`config.mk`:
```
export PLATFORM = sky130hd
export DESIGN_NAME = wire_harness_fault_classifier_unit
export DESIGN_NICKNAME = d
export VERILOG_FILES = /design/src/rtl/whfc_pkg.sv /design/src/rtl/wire_harness_fault_classifier_unit.sv /design/src/rtl/whfc_front.sv /design/src/rtl/whfc_queue.sv /design/src/rtl/whfc_back.sv
export SDC_FILE = /design/constraint.sdc
export NUM_CORES = 1
export LEC_CHECK = 0
export BUFFER_PORTS_ARGS = -buffer_cell sky130_fd_sc_hd__buf_2
export CAP_MARGIN = 20
export CORE_AREA = 2 2 256 258
export DETAILED_ROUTE_END_ITERATION = 12
export DIE_AREA = 0 0 258 260
export PLACE_DENSITY_LB_ADDON = 0.15
export SLEW_MARGIN = 20
export SYNTH_ARGS = -nofsm -noshare
export SYNTH_HDL_FRONTEND = slang
export SYNTH_SLANG_ARGS = --single-unit
```
`constraint.sdc`:
```
create_clock -name clk -period 5.4 [get_ports clk]
set_clock_uncertainty 0.05 [all_clocks]
set_input_delay 0.54 -clock clk [delete_from_list [all_inputs] [get_ports clk]]
set_output_delay 0.54 -clock clk [all_outputs]
set_load 0.005 [all_outputs]
```
`src/rtl/whfc_pkg.sv`:
```
`default_nettype none

package whfc_pkg;

	localparam logic [1:0] SEL_FAULT = 2'd0;
	localparam logic [1:0] SEL_SHORT = 2'd1;
	localparam logic [1:0] SEL_OPEN  = 2'd2;

	localparam int unsigned QUEUE_DEPTH = 4;
	localparam int unsigned QPTR_W      = 2;
	localparam int unsigned QCNT_W      = 3;

	localparam logic [11:0] SUM_MAX = 12'hFFF;
	localparam logic [8:0]  IDX_MAX = 9'h1FF;

	typedef struct packed {
		logic [7:0]  fault_mask;
		logic [7:0]  short_mask;
		logic [7:0]  open_mask;
		logic [7:0]  sel_mask;
		logic [8:0]  base;
		logic [11:0] fault_total;
		logic [11:0] short_total;
		logic [11:0] open_total;
		logic        vector_done;
		logic        overflow;
	} entry_t;

	function automatic logic [3:0] popcount8(input logic [7:0] v);
		logic [3:0] c;
		c = 4'd0;
		for (int b = 0; b < 8; b++) begin
			c = c + {3'd0, v[b]};
		end
		return c;
	endfunction

	function automatic logic [11:0] sat_add(input logic [11:0] a, input logic [3:0] b);
		logic [12:0] s;
		s = {1'b0, a} + {9'd0, b};
		return s[12] ? SUM_MAX : s[11:0];
	endfunction

endpackage

`default_nettype wire

```
`src/rtl/wire_harness_fault_classifier_unit.sv`:
```
// Wire harness fault classifier. Each input word carries one byte of expected
// and one byte of measured wire states on s_tdata, with s_tlast marking the
// final byte of a test vector. The front stage forms the fault, short and open
// masks, updates the saturating running totals and the byte index, and writes
// one entry into a four-deep queue. The back stage turns each entry into one
// output word per wire listed from the mask chosen by list_select, lowest wire
// number first, or into a single word with wire_valid low when nothing is
// listed. m_tlast marks the final word produced by one input byte.
// m_tvalid rises once an accepted byte has been written into the queue and
// then loaded into the back stage's current-entry register. The input
// side takes one byte per cycle while the queue has room; the back stage
// emits one word per cycle while m_tready is high, so a byte with n listed
// wires yields n words, sustained input is one byte per cycle when bytes produce
// a single word. When the receiver holds m_tready low, the current word stays
// stable, the queue fills, and s_tready falls once it is full.
// Reset clears the totals, the byte index, the queue and list_select. The user
// writes list_select over the APB port at address 0 only while idle; not enforced.
`default_nettype none

module wire_harness_fault_classifier_unit #(
	parameter int unsigned MAX_WIRES = 256
) (
	input  wire logic        clk,
	input  wire logic        arst_n,
	input  wire logic        s_tvalid,
	output logic             s_tready,
	input  wire logic [15:0] s_tdata,  // expected_byte, measured_byte
	input  wire logic        s_tlast,  // last_byte
	output logic             m_tvalid,
	input  wire logic        m_tready,
	// fault_mask, short_mask, open_mask, wire_number, wire_valid,
	// fault_total, short_total, open_total, zero padding
	output logic [71:0]      m_tdata,
	output logic             m_tlast,  // last_of_item
	output logic [1:0]       m_tuser,  // vector_done, overflow
	input  wire logic        psel,
	input  wire logic        penable,
	input  wire logic        pwrite,
	input  wire logic [2:0]  paddr,
	input  wire logic [31:0] pwdata,
	output logic [31:0]      prdata,
	output logic             pready
);
	import whfc_pkg::*;

	logic [1:0]  list_select_q;
	logic        full;
	logic        accept;
	logic        head_valid;
	logic        pop;
	entry_t      push_entry;
	entry_t      head_entry;
	entry_t      out_entry;
	logic [8:0]  wire_number;
	logic        wire_valid;
	logic        last_of_item;

	assign pready   = 1'b1;
	assign prdata   = paddr[2] ? 32'd0 : {30'd0, list_select_q};
	assign s_tready = !full;
	assign accept   = s_tvalid && !full;

	always_ff @(posedge clk or negedge arst_n) begin
		if (!arst_n) begin
			list_select_q <= SEL_FAULT;
		end else if (psel && penable && pwrite && pready && !paddr[2]) begin
			list_select_q <= pwdata[1:0];
		end
	end

	whfc_front #(
		.MAX_WIRES(MAX_WIRES)
	) u_front (
		.clk           (clk),
		.arst_n        (arst_n),
		.accept        (accept),
		.expected_byte (s_tdata[7:0]),
		.measured_byte (s_tdata[15:8]),
		.last_byte     (s_tlast),
		.list_select   (list_select_q),
		.entry         (push_entry)
	);

	whfc_queue u_queue (
		.clk        (clk),
		.arst_n     (arst_n),
		.push       (accept),
		.push_entry (push_entry),
		.full       (full),
		.pop        (pop),
		.head_valid (head_valid),
		.head_entry (head_entry)
	);

	whfc_back u_back (
		.clk          (clk),
		.arst_n       (arst_n),
		.head_valid   (head_valid),
		.head_entry   (head_entry),
		.pop          (pop),
		.out_valid    (m_tvalid),
		.out_ready    (m_tready),
		.out_entry    (out_entry),
		.wire_number  (wire_number),
		.wire_valid   (wire_valid),
		.last_of_item (last_of_item)
	);

	assign m_tdata = {2'b00, out_entry.open_total, out_entry.short_total,
		out_entry.fault_total, wire_valid, wire_number, out_entry.open_mask,
		out_entry.short_mask, out_entry.fault_mask};
	assign m_tlast = last_of_item;
	assign m_tuser = {out_entry.overflow, out_entry.vector_done};

endmodule

`default_nettype wire

```
`src/rtl/whfc_front.sv`:
```
`default_nettype none

module whfc_front #(
	parameter int unsigned MAX_WIRES = 256
) (
	input  wire logic              clk,
	input  wire logic              arst_n,
	input  wire logic              accept,
	input  wire logic [7:0]        expected_byte,
	input  wire logic [7:0]        measured_byte,
	input  wire logic              last_byte,
	input  wire logic [1:0]        list_select,
	output whfc_pkg::entry_t       entry
);
	import whfc_pkg::*;

	localparam int unsigned ByteLimit = MAX_WIRES / 8;

	logic [8:0]  byte_index_q;
	logic [11:0] fault_sum_q;
	logic [11:0] short_sum_q;
	logic [11:0] open_sum_q;

	logic [7:0]  fmask;
	logic [7:0]  smask;
	logic [7:0]  omask;
	logic [7:0]  sel;
	logic        ovf;
	logic [11:0] fault_nx;
	logic [11:0] short_nx;
	logic [11:0] open_nx;

	always_comb begin
		fmask    = expected_byte ^ measured_byte;
		smask    = fmask & expected_byte;
		omask    = fmask & measured_byte;
		fault_nx = sat_add(fault_sum_q, popcount8(fmask));
		short_nx = sat_add(short_sum_q, popcount8(smask));
		open_nx  = sat_add(open_sum_q, popcount8(omask));
		case (list_select)
			SEL_FAULT: sel = fmask;
			SEL_SHORT: sel = smask;
			SEL_OPEN:  sel = omask;
			default:   sel = 8'd0;
		endcase
		ovf = (32'(byte_index_q) >= ByteLimit);
		if (ovf) begin
			sel = 8'd0;
		end
		entry.fault_mask  = fmask;
		entry.short_mask  = smask;
		entry.open_mask   = omask;
		entry.sel_mask    = sel;
		entry.base        = {byte_index_q[5:0], 3'b000} + 9'd8;
		entry.fault_total = fault_nx;
		entry.short_total = short_nx;
		entry.open_total  = open_nx;
		entry.vector_done = last_byte;
		entry.overflow    = ovf;
	end

	always_ff @(posedge clk or negedge arst_n) begin
		if (!arst_n) begin
			byte_index_q <= '0;
			fault_sum_q  <= '0;
			short_sum_q  <= '0;
			open_sum_q   <= '0;
		end else if (accept) begin
			if (last_byte) begin
				byte_index_q <= '0;
				fault_sum_q  <= '0;
				short_sum_q  <= '0;
				open_sum_q   <= '0;
			end else begin
				if (byte_index_q != IDX_MAX) begin
					byte_index_q <= byte_index_q + 9'd1;
				end
				fault_sum_q <= fault_nx;
				short_sum_q <= short_nx;
				open_sum_q  <= open_nx;
			end
		end
	end

endmodule

`default_nettype wire

```
`src/rtl/whfc_queue.sv`:
```
`default_nettype none

module whfc_queue (
	input  wire logic              clk,
	input  wire logic              arst_n,
	input  wire logic              push,
	input  wire whfc_pkg::entry_t  push_entry,
	output logic                   full,
	input  wire logic              pop,
	output logic                   head_valid,
	output whfc_pkg::entry_t       head_entry
);
	import whfc_pkg::*;

	entry_t              mem_q [QUEUE_DEPTH];
	logic [QPTR_W-1:0]   wr_ptr_q;
	logic [QPTR_W-1:0]   rd_ptr_q;
	logic [QCNT_W-1:0]   count_q;

	assign full       = (count_q == QCNT_W'(QUEUE_DEPTH));
	assign head_valid = (count_q != '0);
	assign head_entry = mem_q[rd_ptr_q];

	always_ff @(posedge clk) begin
		if (push) begin
			mem_q[wr_ptr_q] <= push_entry;
		end
	end

	always_ff @(posedge clk or negedge arst_n) begin
		if (!arst_n) begin
			wr_ptr_q <= '0;
			rd_ptr_q <= '0;
			count_q  <= '0;
		end else begin
			if (push) begin
				wr_ptr_q <= wr_ptr_q + QPTR_W'(1);
			end
			if (pop) begin
				rd_ptr_q <= rd_ptr_q + QPTR_W'(1);
			end
			case ({push, pop})
				2'b10:   count_q <= count_q + QCNT_W'(1);
				2'b01:   count_q <= count_q - QCNT_W'(1);
				default: count_q <= count_q;
			endcase
		end
	end

endmodule

`default_nettype wire

```
`src/rtl/whfc_back.sv`:
```
`default_nettype none

module whfc_back (
	input  wire logic              clk,
	input  wire logic              arst_n,
	input  wire logic              head_valid,
	input  wire whfc_pkg::entry_t  head_entry,
	output logic                   pop,
	output logic                   out_valid,
	input  wire logic              out_ready,
	output whfc_pkg::entry_t       out_entry,
	output logic [8:0]             wire_number,
	output logic                   wire_valid,
	output logic                   last_of_item
);
	import whfc_pkg::*;

	entry_t      cur_q;
	logic [7:0]  rem_q;
	logic        cur_valid_q;

	logic [2:0]  top;
	logic [7:0]  rem_nx;
	logic        taken;

	always_comb begin
		top = 3'd0;
		for (int b = 0; b < 8; b++) begin
			if (rem_q[b]) begin
				top = 3'(b);
			end
		end
		rem_nx       = rem_q & ~(8'd1 << top);
		wire_valid   = (rem_q != 8'd0);
		wire_number  = wire_valid ? (cur_q.base - {6'd0, top}) : 9'd0;
		last_of_item = (rem_nx == 8'd0);
		out_valid    = cur_valid_q;
		out_entry    = cur_q;
		taken        = cur_valid_q && out_ready;
		pop          = head_valid && (!cur_valid_q || (taken && last_of_item));
	end

	always_ff @(posedge clk) begin
		if (pop) begin
			cur_q <= head_entry;
		end
	end

	always_ff @(posedge clk or negedge arst_n) begin
		if (!arst_n) begin
			cur_valid_q <= 1'b0;
			rem_q       <= '0;
		end else if (pop) begin
			cur_valid_q <= 1'b1;
			rem_q       <= head_entry.sel_mask;
		end else if (taken) begin
			if (last_of_item) begin
				cur_valid_q <= 1'b0;
			end
			rem_q <= rem_nx;
		end
	end

endmodule

`default_nettype wire
```
After elaboration in Yosys (flattened, before gate mapping)

Memories as Yosys holds them, arrays and structs flattened.
Index checks and enable logic that the tools add are counted.

Output and inout port bits: 110
Memory bits (writable): 316
Memories: 1
Register bits: 134
Word-level logic and storage cells: 112

Memory list:

| memory        | words | bits a word | rd ports | clocked after Yosys merged registers in | wr ports | RTL line         | RTL |
|---|---|---|---|---|---|---|---|
| u_queue.mem_q | 4     | 79          | 1        | 0                                       | 1        | whfc_queue.sv:15 | `entry_t mem_q [QUEUE_DEPTH];` |

Magnitude comparators: 1
Add/subtract/negate cells: 31
Bitwise logic cells: 5
Shift operators: 1
Mux-type cells: 27
Reductions and logical operators: 21
Equality and inequality tests: 6

Operator list:

| cell                                                                  | number |
|---|---|
| 4-bit by 1-bit adder with 4-bit output                                | 18 |
| 12-bit two-way mux                                                    | 6 |
| 12-bit by 4-bit adder with 13-bit output                              | 3 |
| 9-bit two-way mux                                                     | 3 |
| 8-bit AND                                                             | 3 |
| 8-bit two-way mux                                                     | 3 |
| 8-bit case mux with 3 select lines                                    | 1 |
| 3-bit two-way mux                                                     | 6 |
| 9-bit by 1-bit adder with 9-bit output, second input constant         | 1 |
| 9-bit by 4-bit adder with 9-bit output, second input constant         | 1 |
| 9-bit by 6-bit >= comparator with 1-bit output, second input constant | 1 |
| 9-bit != test, second input constant                                  | 1 |
| 9-bit by 3-bit subtractor with 9-bit output                           | 1 |
| 8-bit logical NOT                                                     | 1 |
| 8-bit inverter                                                        | 1 |
| 2-bit nonzero test                                                    | 4 |
| 8-bit nonzero test                                                    | 1 |
| 1-bit by 3-bit << shifter with 8-bit output, first input constant     | 1 |
| 8-bit bitwise XOR                                                     | 1 |
| 1-bit logical AND                                                     | 7 |
| 1-bit by 1-bit adder with 2-bit output                                | 3 |
| 1-bit two-way mux                                                     | 6 |
| 3-bit case mux with 2 select lines                                    | 1 |
| 2-bit by 1-bit adder with 2-bit output, second input constant         | 2 |
| other kinds (11)                                                      | 16 |

Logic depth before layout (Yosys ltp)

Gate-level depths: netlist (run 1).

Depth in word-level cells: 16
Depth in mapped cells: 19

Cells and area by module

From an unflattened synthesis (run 1), not the netlist that was laid out.

Cells, all modules: 1170
Area total of the unflattened synthesis: 19645.1 sq um

Modules (own cells, without submodules):

| module                             | cells an instance | area an instance (sq um) | instances |
|---|---|---|---|
| whfc_queue                         | 446               | 11871.4                  | 1 |
| whfc_front                         | 507               | 4182.8                   | 1 |
| whfc_back                          | 172               | 3196.8                   | 1 |
| wire_harness_fault_classifier_unit | 45                | 394.1                    | 1 |

Least setup slack after synthesis (run 1)

OpenSTA, ideal clock, no wires.

Kind: input -> register
From: input s_tdata[0]
To: memory u_queue.mem_q[0][34] (netlist name), data pin
Stages: 17
Path slack: 0.564 ns
Data arrival time: 4.520 ns
Data required time: 5.084 ns
Buffers on the path: 0
Cells stage by stage: inv_1 ha_1 inv_1 ha_1 inv_1 fa_1 fa_1 inv_1 fa_1 inv_1 fa_1 fa_1 nor2b_1 o21ai_0 and2_1 nor3_1 mux2_2

RTL lines:

| item            | RTL line                                 | RTL |
|---|---|---|
| start, declared | wire_harness_fault_classifier_unit.sv:27 | `input wire logic [15:0] s_tdata,` |
| end, declared   | whfc_queue.sv:15                         |  |

==> results of run 1 <==
[registers in the layout (all words and copies together), names as in the netlist, 2 cells and up]
register and flops:
u_back.out_entry 68, u_queue.rd_ptr_q 2, u_front.short_sum_q 12, u_queue.mem_q 304, u_front.byte_index_q 9, u_back.rem_q 8, list_select_q 2, u_queue.count_q 3
u_queue.wr_ptr_q 2, u_front.fault_sum_q 12, u_front.open_sum_q 12
[how the worst max path moves through the flow]
stage / from / endpoint / slack (ps)
finish: s_tdata[0] / u_queue.mem_q[1][34]$_DFFE_PP_ / 690
global route: s_tdata[0] / u_queue.mem_q[1][33]$_DFFE_PP_ / 410
CTS: s_tdata[0] / u_queue.mem_q[3][37]$_DFFE_PP_ / 720
detailed placement: s_tdata[0] / u_queue.mem_q[0][37]$_DFFE_PP_ / 120
global placement: s_tdata[0] / u_queue.mem_q[0][37]$_DFFE_PP_ / 60
floorplan: s_tdata[0] / u_queue.mem_q[0][34]$_DFFE_PP_ / 560
[cell families after synthesis]
logic type | Yosys count
flip-flops | 435
buffers and inverters | 226
AND/OR/NAND/NOR | 182
AO/OA/AOI/OAI | 174
multiplexers | 89
adder cells (fa/ha/maj) | 67
XOR/XNOR | 31
other | 2
[repair_timing]
item | 4_1_cts | 5_1_grt
endpoints found under the hold margin | 2 | 0
gates resized for setup | 0 | 0
hold buffers | 1 | 0
[cell usage after synthesis (all sizes together), types with 6 or more instances]
cell	n
edfxtp	372
buf	126
inv	82
mux4	76
dfrtp	63
a21oi	57
nor2	56
ha	51
nand2	46
o21ai	30
xnor2	20
a22o	17
clkbuf	17
nor2b	17
fa	16
a31oi	11
nand3	11
xor2	11
a31o	10
and3	10
a211oi	8
a21o	8
nor3	8
mux2	7
nand2b	7
a311oi	6
and2	6
mux2i	6
nand4	6
[area by class of cell]
cell class	count	area [um2]
well taps	855	1070
clock buffers	71	1430
clock inverters	21	201
inverters	83	315
flip-flops and latches	435	12800
multi-input cells	576	5300
fillers	6221	42200
repair buffers	141	806
[power groups by stage]
stage               sequential [mW]  combinational [mW]  clock (mW)
floorplan                      4.92                2.08           0
global placement               5.14                2.76           0
detailed placement             5.16                2.77           0
CTS                            5.10                2.79        3.47
global route                   5.16                3.02        3.59
finish                         5.07                2.68        3.35
[metrics by stage]
step / hold WS, ps / total power [mW] / instances / worst slack, ps
after detailed placement: 291 / 7.93 / 2089 / 116
after global placement: 292 / 7.90 / 2089 / 56.9
after floorplan: 194 / 6.99 / 1237 / 564
final: 152 / 11.1 / 2182 / 687
after global routing: 141 / 11.8 / 2182 / 409
after CTS: 113 / 11.3 / 2182 / 722
[metal layers]
metal,track usage [%],part of all wire (%),vias to the layer above
li1,-,-,4574
met5,0,0,-
met4,3.69,2.1,0
met1,17.2,47,5067
met2,20.7,48,159
met3,1.99,3.4,67
==> qor.yml, run 1 <==
run_status:
  status: "finished, final reports clean"
setup_path:
  cp_slowest_cell: "fa_1"
  worst-path-buf-inv: 6
  end_kind: "flop"
  reg2reg_slack_ps: 1760
  worst-path-max-fanout: 4
  reg2regPathDepth: 17
  startpoint_type: "input pin"
  cp_data_arrival_time_ps: 4980
  criticalPathCategory: "in2reg"
  crit_cells: 18
  max_stage_delay_ps: 500
  r2r_start: "u_back.rem_q[2]$_DFFE_PN0P_"
  r2r_end: "u_queue.count_q[2]$_DFFE_PN0P_"
  path_delay_family: "adder cells"
  path_cells: "buf_2, inv_1, ha_1, inv_1, ha_1, inv_1, fa_1, fa_1, inv_1, fa_1, inv_1, fa_1, fa_1, nor2b_1, o21ai_0, and2_1, nor3_1, mux2_2"
  worstPathRequired_ps: 5670
placed_design:
  place_congestion: 0.770
  hpwl_mm: 26.0
  port_buffers: 103
  postPlaceCellArea_mm2: 0.0202
floorplan:
  placementRows: 93
  ios: 169
  fp.coreArea_mm2: 0.0641
  dieArea_mm2: 0.0671
  chipHeight_um: 260
  fp.dieW_um: 258
  initial_core_util_pct: 29.9
clock_tree:
  clkSinkCount: 435
  htree_levels: 2
  clk_pin_slew_ps: 60
  cts_buffer_depth: 3
  root_buffer: "clkbuf_16"
  cts_tree: "yes"
  cts_inserted_buffers: 49
  cts_setup_buffers: 0
  clock_latency_ps: 580
yosys:
  yosysUniqueCellTypes: 61
  synth_top_area_cell: "edfxtp_1"
  netlist_instances: 1206
  synth_area_leaders: "edfxtp_1 (58%), mux4_2 (8.9%), dfrtp_1 (8.2%), buf_4 (3.8%), ha_1 (3.3%)"
  yosys.area_share.adder_pct: 5.00
  synth_mux_area_share_pct: 9.65
  ys_warn_count: 0
  synth_ff_type: "edfxtp_1"
  synth_edf_count: 372
  synth-xor-area-share_pct: 1.42
  synth-compound-area-share_pct: 6.08
  avgSynthCellArea_um2: 15.9
  yosys_register_bits: 435
  synth_top_family_by_area: "multiplexers"
  netlist_area_mm2: 0.0192
  synthArstFlopShare_pct: 14.5
  yosys.area_share.simple_pct: 4.71
  ys_seq_area_share_pct: 66.5
  synth_top_area_share_pct: 58.2
sta:
  fin_crit_ps: 4710
  setup_viol: 0
  hold_viol_final: 0
  rsz0062_at_grt: "no"
  fmax_mhz: 212
  final.setup.tns_ps: 0
  fin_crit_sh_pct: 87.3
  worst_slew_pin_slew_ps: 981
  slew_viol_final: 0
  relSlewSlack_pct: 34.6
pwr:
  p_per_area_mw_per_mm2: 507
  p_sw_share_pct: 29.0
  clkPwrFrac_pct: 30.2
  internal_power_mw: 7.87
  switchingPower_mw: 3.22
  seqPwrFrac_pct: 45.7
  peakVddDrop_uv: 210
  combPwrFrac_pct: 24.1
  power.leakage_nw: 8.19
global_route:
  grt_pass1_vias: 10361
  grt_pass1_wl_mm: 64.1
  overflow: 0
  grt_usage_pct: 12.6
  grt_max_degree: 62
  antenna_found_initial: 0
cells_and_area:
  final_nets: 1412
  layout-drive-gt1-share_pct: 24.1
  fin_util_pct: 34.1
  final_area_mm2: 0.0219
  layout_commonest_cell: "edfxtp_1"
  final_cell_mix: "edfxtp_1 (372), buf_2 (102), inv_1 (81), mux4_2 (76), dfrtp_1 (61)"
  syn2layout_area_growth_pct: 14.1
  antenna_cells: 0
routing:
  vias: 9867
  first_pass_iters: 5
  routed_wl_mm: 41.7
  routedWlPerCell_um: 19.1
  drt_iter0_drc: 621
  route.detailed.drc: 0
  ant_nets: 0
  via_per_inst: 4.52
worst_hold_path:
  min_path_type: "in2reg"
  min-delay-start: "pwdata[0]"
  hold_end: "list_select_q[0]$_DFFE_PN0P_"
  min_path_cells: 2
flow_run:
  cap_violations: 0
No activity file was read; power rests on OpenSTA's default activity.
==> inputs of run 2 (changes only) <==
- CORE_AREA: 2 2 256 258 -> 2 2 217 305
- DIE_AREA: 0 0 258 260 -> 0 0 219 307
- HOLD_SLACK_MARGIN: unset -> 0.06
==> run 2 against run 1 <==
  * Hold slack gained 20 ps
  * First-iteration DRC count decreased by 13%
  * Non-clock buffer count fell by 4
  * Highest routed layer is now met5
==> qor.yml, run 2 (same netlist as run 1, synthesis figures left out) <==
cells_and_area:
  largest_reg_flops: 304  # unchanged
  final_cell_mix: "edfxtp_1 (372), buf_2 (103), inv_1 (81), mux4_2 (76), dfrtp_1 (61)"
  final_area_mm2: 0.0217  # -0.73%
  antenna_cells: 0  # unchanged
  layout_commonest_cell: "edfxtp_1"
  layout-drive-gt1-share_pct: 23.5  # -0.66 points
  final_nets: 1403  # -0.64%
  syn2layout_area_growth_pct: 13.2
  top_register: "u_queue.mem_q"
  nFillCells: 6258  # +0.59%
  fin_util_pct: 33.6  # -0.56 points
clock_tree:
  root_buffer: "clkbuf_16"
  clk_pin_slew_ps: 60  # about the same
  cts_resized: 0  # unchanged
  htree_levels: 2  # unchanged
  cts_tree: "yes"
  clock_latency_ps: 560  # -20 ps
  cts_inserted_buffers: 44  # -10%
  clkSinkCount: 435  # unchanged
  cts_buffer_depth: 3  # unchanged
sta:
  relSlewSlack_pct: 29.1  # -5.5 points
  fmax_mhz: 211  # -0.51%
  slew_viol_final: 0  # unchanged
  setup_viol: 0  # unchanged
  rsz0062_at_grt: "no"
  fin_crit_ps: 4740  # +24.3 ps
  final.setup.tns_ps: 0  # unchanged
  worst_slew_pin_slew_ps: 1060  # +82.5 ps
  hold_viol_final: 0  # unchanged
  fin_crit_sh_pct: 87.7  # +0.45 points
setup_path:
  criticalPathCategory: "in2reg"
  worst-path-max-fanout: 4  # unchanged
  crit_cells: 18  # unchanged
  end_kind: "flop"
  startpoint_type: "input pin"
  path_delay_family: "adder cells"
  worstPathRequired_ps: 5640  # -30 ps
  path_cells: "buf_2, inv_1, ha_1, inv_1, ha_1, inv_1, fa_1, fa_1, inv_1, fa_1, inv_1, fa_1, fa_1, nor2b_1, o21ai_0, and2_1, nor3_1, mux2_2"
  cp_data_arrival_time_ps: 4980  # about the same
  max_stage_delay_ps: 500  # about the same
  worst-path-buf-inv: 6  # unchanged
  reg2regPathDepth: 17  # unchanged
  cp_slowest_cell: "fa_1"
worst_hold_path:
  min_path_type: "in2reg"
  min_path_cells: 2  # unchanged
placed_design:
  hpwl_mm: 27.0  # +3.5%
  postPlaceCellArea_mm2: 0.0202  # -0.12%
  place_congestion: 0.763  # -0.97%
  port_buffers: 103  # unchanged
floorplan:
  fp.dieW_um: 219  # -15%
  placementRows: 111  # +19%
  chipHeight_um: 307  # +18%
  fp.coreArea_mm2: 0.0647  # +0.94%
  dieArea_mm2: 0.0672  # +0.23%
  ios: 169  # unchanged
  initial_core_util_pct: 29.6  # -0.28 points
global_route:
  grt_usage_pct: 13.0  # +0.43 points
  antenna_found_initial: 1  # +1
  grt_pass1_wl_mm: 65.6  # +2.4%
  grt_max_degree: 64  # +3.2%
  overflow: 0  # unchanged
  grt_pass1_vias: 10446  # +0.82%
run_status:
  status: "finished, final reports clean"
pwr:
  peakVddDrop_uv: 245  # +17%
  power.leakage_nw: 8.10  # -1.1%
  p_per_area_mw_per_mm2: 503  # -0.70%
  total_power_mw: 10.9  # -1.4%
routing:
  via_per_inst: 4.58  # +1.2%
  routed_wl_mm: 43.3  # +3.8%
  route.detailed.drc: 0  # unchanged
  vias: 9883  # +0.16%
  first_pass_iters: 5  # unchanged
  ant_nets: 0  # unchanged
  drt_iter0_drc: 541  # -13%
  routedWlPerCell_um: 20.0  # +4.9%
flow_run:
  cap_violations: 0  # unchanged
[run 2: cell count changes in the layout (fill, tap and decap cells not counted), moves of 2 or more]
cell,delta
buf_12,+2
buf_4,-8
clkbuf_1,-4
clkbuf_16,-6
clkbuf_8,-4
clkinv_1,+2
clkinv_2,-4
clkinv_4,+2
clkinvlp_4,+2
[run 2: area by class of cell]
type / count / area (um2) / share of cell area (%)
clock buffer: 57 / 1210 / 5.58
multi-input combinational: 576 / 5300 / 24.4
tap: 847 / 1060 / 4.88
timing repair buffer: 137 / 818 / 3.77
sequential: 435 / 12800 / 58.7
clock inverter: 25 / 260 / 1.20
inverter: 83 / 315 / 1.45
[run 2: worst register-to-register path, stage by stage, from the launching register on]
cell and delay [ps]:
dfrtp_1 400, nand2b_1 130, a21oi_1 70, nor2_1 140, o21bai_1 130, inv_1 110
ha_1 220, ha_1 170, nand2b_1 130, nand4_1 150, nor4_4 310, a31o_4 630
ha_1 310, inv_1 60, fa_1 370, xor2_1 170, nor2_1 110, xor2_1 150
[run 2: metrics by stage]
step                cells  setup slack [ps]  hold slack [ps]
finish               2160               662              172
global route         2160               385              154
CTS                  2158               706              141
detailed placement   2076               110              445
global placement     2076               131              440
floorplan            1237               564              194
[run 2: path summary, 6_finish.rpt]
check                           slack [ps]                            from                              end
min in group asynchronous              450                          arst_n     list_select_q[1]$_DFFE_PN0P_
worst max-delay path                   660                      s_tdata[0]   u_queue.mem_q[1][34]$_DFFE_PP_
worst min register to register         450  u_queue.count_q[2]$_DFFE_PN0P_   u_queue.count_q[2]$_DFFE_PN0P_
worst min-delay path                   170                       pwdata[0]     list_select_q[0]$_DFFE_PN0P_
max in group asynchronous             4220                          arst_n  u_queue.rd_ptr_q[1]$_DFFE_PN0N_
worst max register to register        1530     u_back.rem_q[2]$_DFFE_PN0P_   u_queue.count_q[2]$_DFFE_PN0P_
[run 2: layer usage]
layer	routed length (um)	global-route usage (%)	share of wire [%]	vias up
met5	11	0	0.025	-
met4	868	3.44	2.0	2
li1	-	-	-	4557
met1	18200	16.3	42	5067
met3	1590	1.96	3.7	62
met2	22600	23.2	52	195
[run 2: timing repair]
item	CTS	global route
buffers inserted	0	0
hold buffers	0	1
endpoints found under the hold margin	0	17
[run 2: power breakdown]
part / switching [mW] / internal [mW] / leakage (nW)
sequential: 0.350 / 4.68 / 4.29
clock: 1.29 / 1.83 / 0.717
combinational: 1.61 / 1.17 / 3.09
==> inputs of run 3 (changes only) <==
- PLACE_DENSITY_LB_ADDON: 0.15 -> 0.05
==> run 3 against run 2 <==
  * Utilization grew 0.40 points
  * Hold slack got worse by 25 ps
  * Wire length increased by 5.8%
  * Sequential power is essentially flat
  * First-iteration DRC count decreased by 19%
  * Via count grew 1.8%
  * Clock power grew 12%
  * Largest power group unchanged
==> qor.yml, run 3 (same netlist as run 1, synthesis figures left out) <==
run_status:
  status: "finished, final reports clean"
cells_and_area:
  antenna_cells: 0  # unchanged
  top_register: "u_queue.mem_q"
  layout_commonest_cell: "edfxtp_1"
  syn2layout_area_growth_pct: 14.6
  final_nets: 1421  # +1.3%
  regArea_mm2: 0.0128  # unchanged
  final_cell_mix: "edfxtp_1 (372), buf_2 (103), inv_1 (81), mux4_2 (76), dfrtp_1 (61)"
  fin_cells: 2181  # +0.97%
  multi_input_area_mm2: 0.00530  # unchanged
  largest_reg_flops: 304  # unchanged
  fin_util_pct: 34.0  # +0.40 points
  nFillCells: 6348  # +1.4%
  layout-drive-gt1-share_pct: 24.5  # +1.1 points
setup_path:
  max_stage_delay_ps: 630  # +130 ps
  criticalPathCategory: "in2reg"
  cp_data_arrival_time_ps: 4940  # -40 ps
  cp_slowest_cell: "fa_1"
  cpMostUsedCell: "fa_1"
  path_cells: "buf_2, inv_1, ha_1, ha_1, inv_1, fa_1, fa_1, fa_1, fa_1, inv_1, ha_1, a211oi_1, o21ai_1, and2_1, o21ai_0"
  worst-path-max-fanout: 8  # +4
  startpoint_type: "input pin"
  worstPathRequired_ps: 5650  # about the same
  end_kind: "flop"
  path_delay_family: "adder cells"
  worst-path-buf-inv: 4  # -2
sta:
  hold_viol_final: 0  # unchanged
  whs_ps: 147  # -24.9 ps
  fin_crit_sh_pct: 86.7  # -1.0 points
  slew_viol_final: 0  # unchanged
  worst_slew_pin_slew_ps: 1060  # -3.22 ps
  setup_slack_ps: 719  # +56.4 ps
  setup_viol: 0  # unchanged
  relSlewSlack_pct: 29.3  # +0.21 points
  fin_crit_ps: 4680  # -56.4 ps
  final.setup.tns_ps: 0  # unchanged
  rsz0062_at_grt: "no"
  fmax_mhz: 214  # +1.2%
pwr:
  peakVddDrop_uv: 258  # +5.3%
  p_per_area_mw_per_mm2: 517  # +2.7%
  power.leakage_nw: 8.25  # +1.8%
clock_tree:
  cts_tree: "yes"
  clkSinkCount: 435  # unchanged
  clock_latency_ps: 590  # +30 ps
  cts_setup_buffers: 0  # unchanged
  htree_levels: 2  # unchanged
  cts_buffer_depth: 3  # unchanged
  clk_pin_slew_ps: 60  # about the same
  root_buffer: "clkbuf_16"
  cts_inserted_buffers: 49  # +11%
placed_design:
  dp.cells: 2090  # +0.67%
  port_buffers: 103  # unchanged
  hpwl_mm: 28.5  # +5.7%
  place_congestion: 0.736  # -3.5%
  dp_worst_setup_slack_ps: 130  # +20.1 ps
global_route:
  antenna_found_initial: 1  # unchanged
  grt_pass1_wl_mm: 68.6  # +4.7%
  grt_max_degree: 55  # -14%
  overflow: 0  # unchanged
  grt_pass1_vias: 10705  # +2.5%
  grt_usage_pct: 13.9  # +0.84 points
routing:
  via_per_inst: 4.61  # +0.83%
  routedWlPerCell_um: 21.0  # +4.8%
  route.detailed.drc: 0  # unchanged
  vias: 10062  # +1.8%
  routed_wl_mm: 45.8  # +5.8%
  drt_iter0_drc: 437  # -19%
  ant_nets: 0  # unchanged
  first_pass_iters: 4  # -1
flow_run:
  cap_violations: 0  # unchanged
worst_hold_path:
  min_path_type: "in2reg"
floorplan:
  chipHeight_um: 307  # unchanged
  initial_core_util_pct: 29.6  # unchanged
  dieArea_mm2: 0.0672  # unchanged
  placementRows: 111  # unchanged
  fp.dieW_um: 219  # unchanged
  ios: 169  # unchanged
  fp.coreArea_mm2: 0.0647  # unchanged
run 3: worst paths after layout:
check                                                   start                            endpoint  slack, ps  cells past startpoint
min in group asynchronous                              arst_n        list_select_q[0]$_DFFE_PN0P_        510                      2
min reg2reg                u_front.short_sum_q[0]$_DFFE_PN0P_  u_front.short_sum_q[0]$_DFFE_PN0P_        460                      1
max                                                s_tdata[8]      u_queue.mem_q[1][21]$_DFFE_PP_        720                     15
min                                                 pwdata[1]        list_select_q[1]$_DFFE_PN0P_        150                      2
max in group asynchronous                              arst_n     u_queue.rd_ptr_q[1]$_DFFE_PN0N_       3630                      3
max reg2reg                       u_back.rem_q[2]$_DFFE_PN0P_      u_queue.count_q[2]$_DFFE_PN0P_       1810                     17
run 3: worst register-to-register path: stages, from the launching register on:
cell	delay [ps]
dfrtp_1	410
nand2b_1	130
a21oi_1	60
nor2_1	140
o21bai_1	130
inv_1	100
ha_1	220
ha_1	160
nand2b_1	130
nand4_1	150
nor4_4	310
a31o_4	410
ha_1	250
inv_1	60
fa_1	370
xor2_1	170
nor2_1	110
xor2_1	140
run 3: through the flow:
step / power, mW / instance area, um2
floorplan: 6.99 / 19300
CTS: 11.7 / 22000
finish: 11.4 / 22000
global route: 12.0 / 22000
global placement: 8.07 / 20300
detailed placement: 8.09 / 20300
run 3: cell type report:
| class | count | area share [%] |
|---|---|---|
| clock buffers | 61 | 6.07 |
| clock inverters | 29 | 1.58 |
| inverters | 83 | 1.43 |
| multi-input cells | 576 | 24.1 |
| flip-flops and latches | 435 | 58.0 |
| well taps | 847 | 4.82 |
| repair buffers | 150 | 3.96 |
run 3: what timing repair did:
action	CTS	global route
endpoints found under the hold margin	24	0
hold buffers	1	0
gates resized for setup	0	0
run 3: power breakdown:
group / switching [mW] / total [mW] / internal [mW]
combinational: 1.63 / 2.83 / 1.20
clock: 1.37 / 3.50 / 2.13
sequential: 0.357 / 5.04 / 4.68
run 3: per-layer routing:
metal | GRT usage [%] | wire length, um
met4 | 4.10 | 1030
met5 | 0 | 13
met3 | 2.23 | 1450
met2 | 25.4 | 24600
met1 | 16.5 | 18800
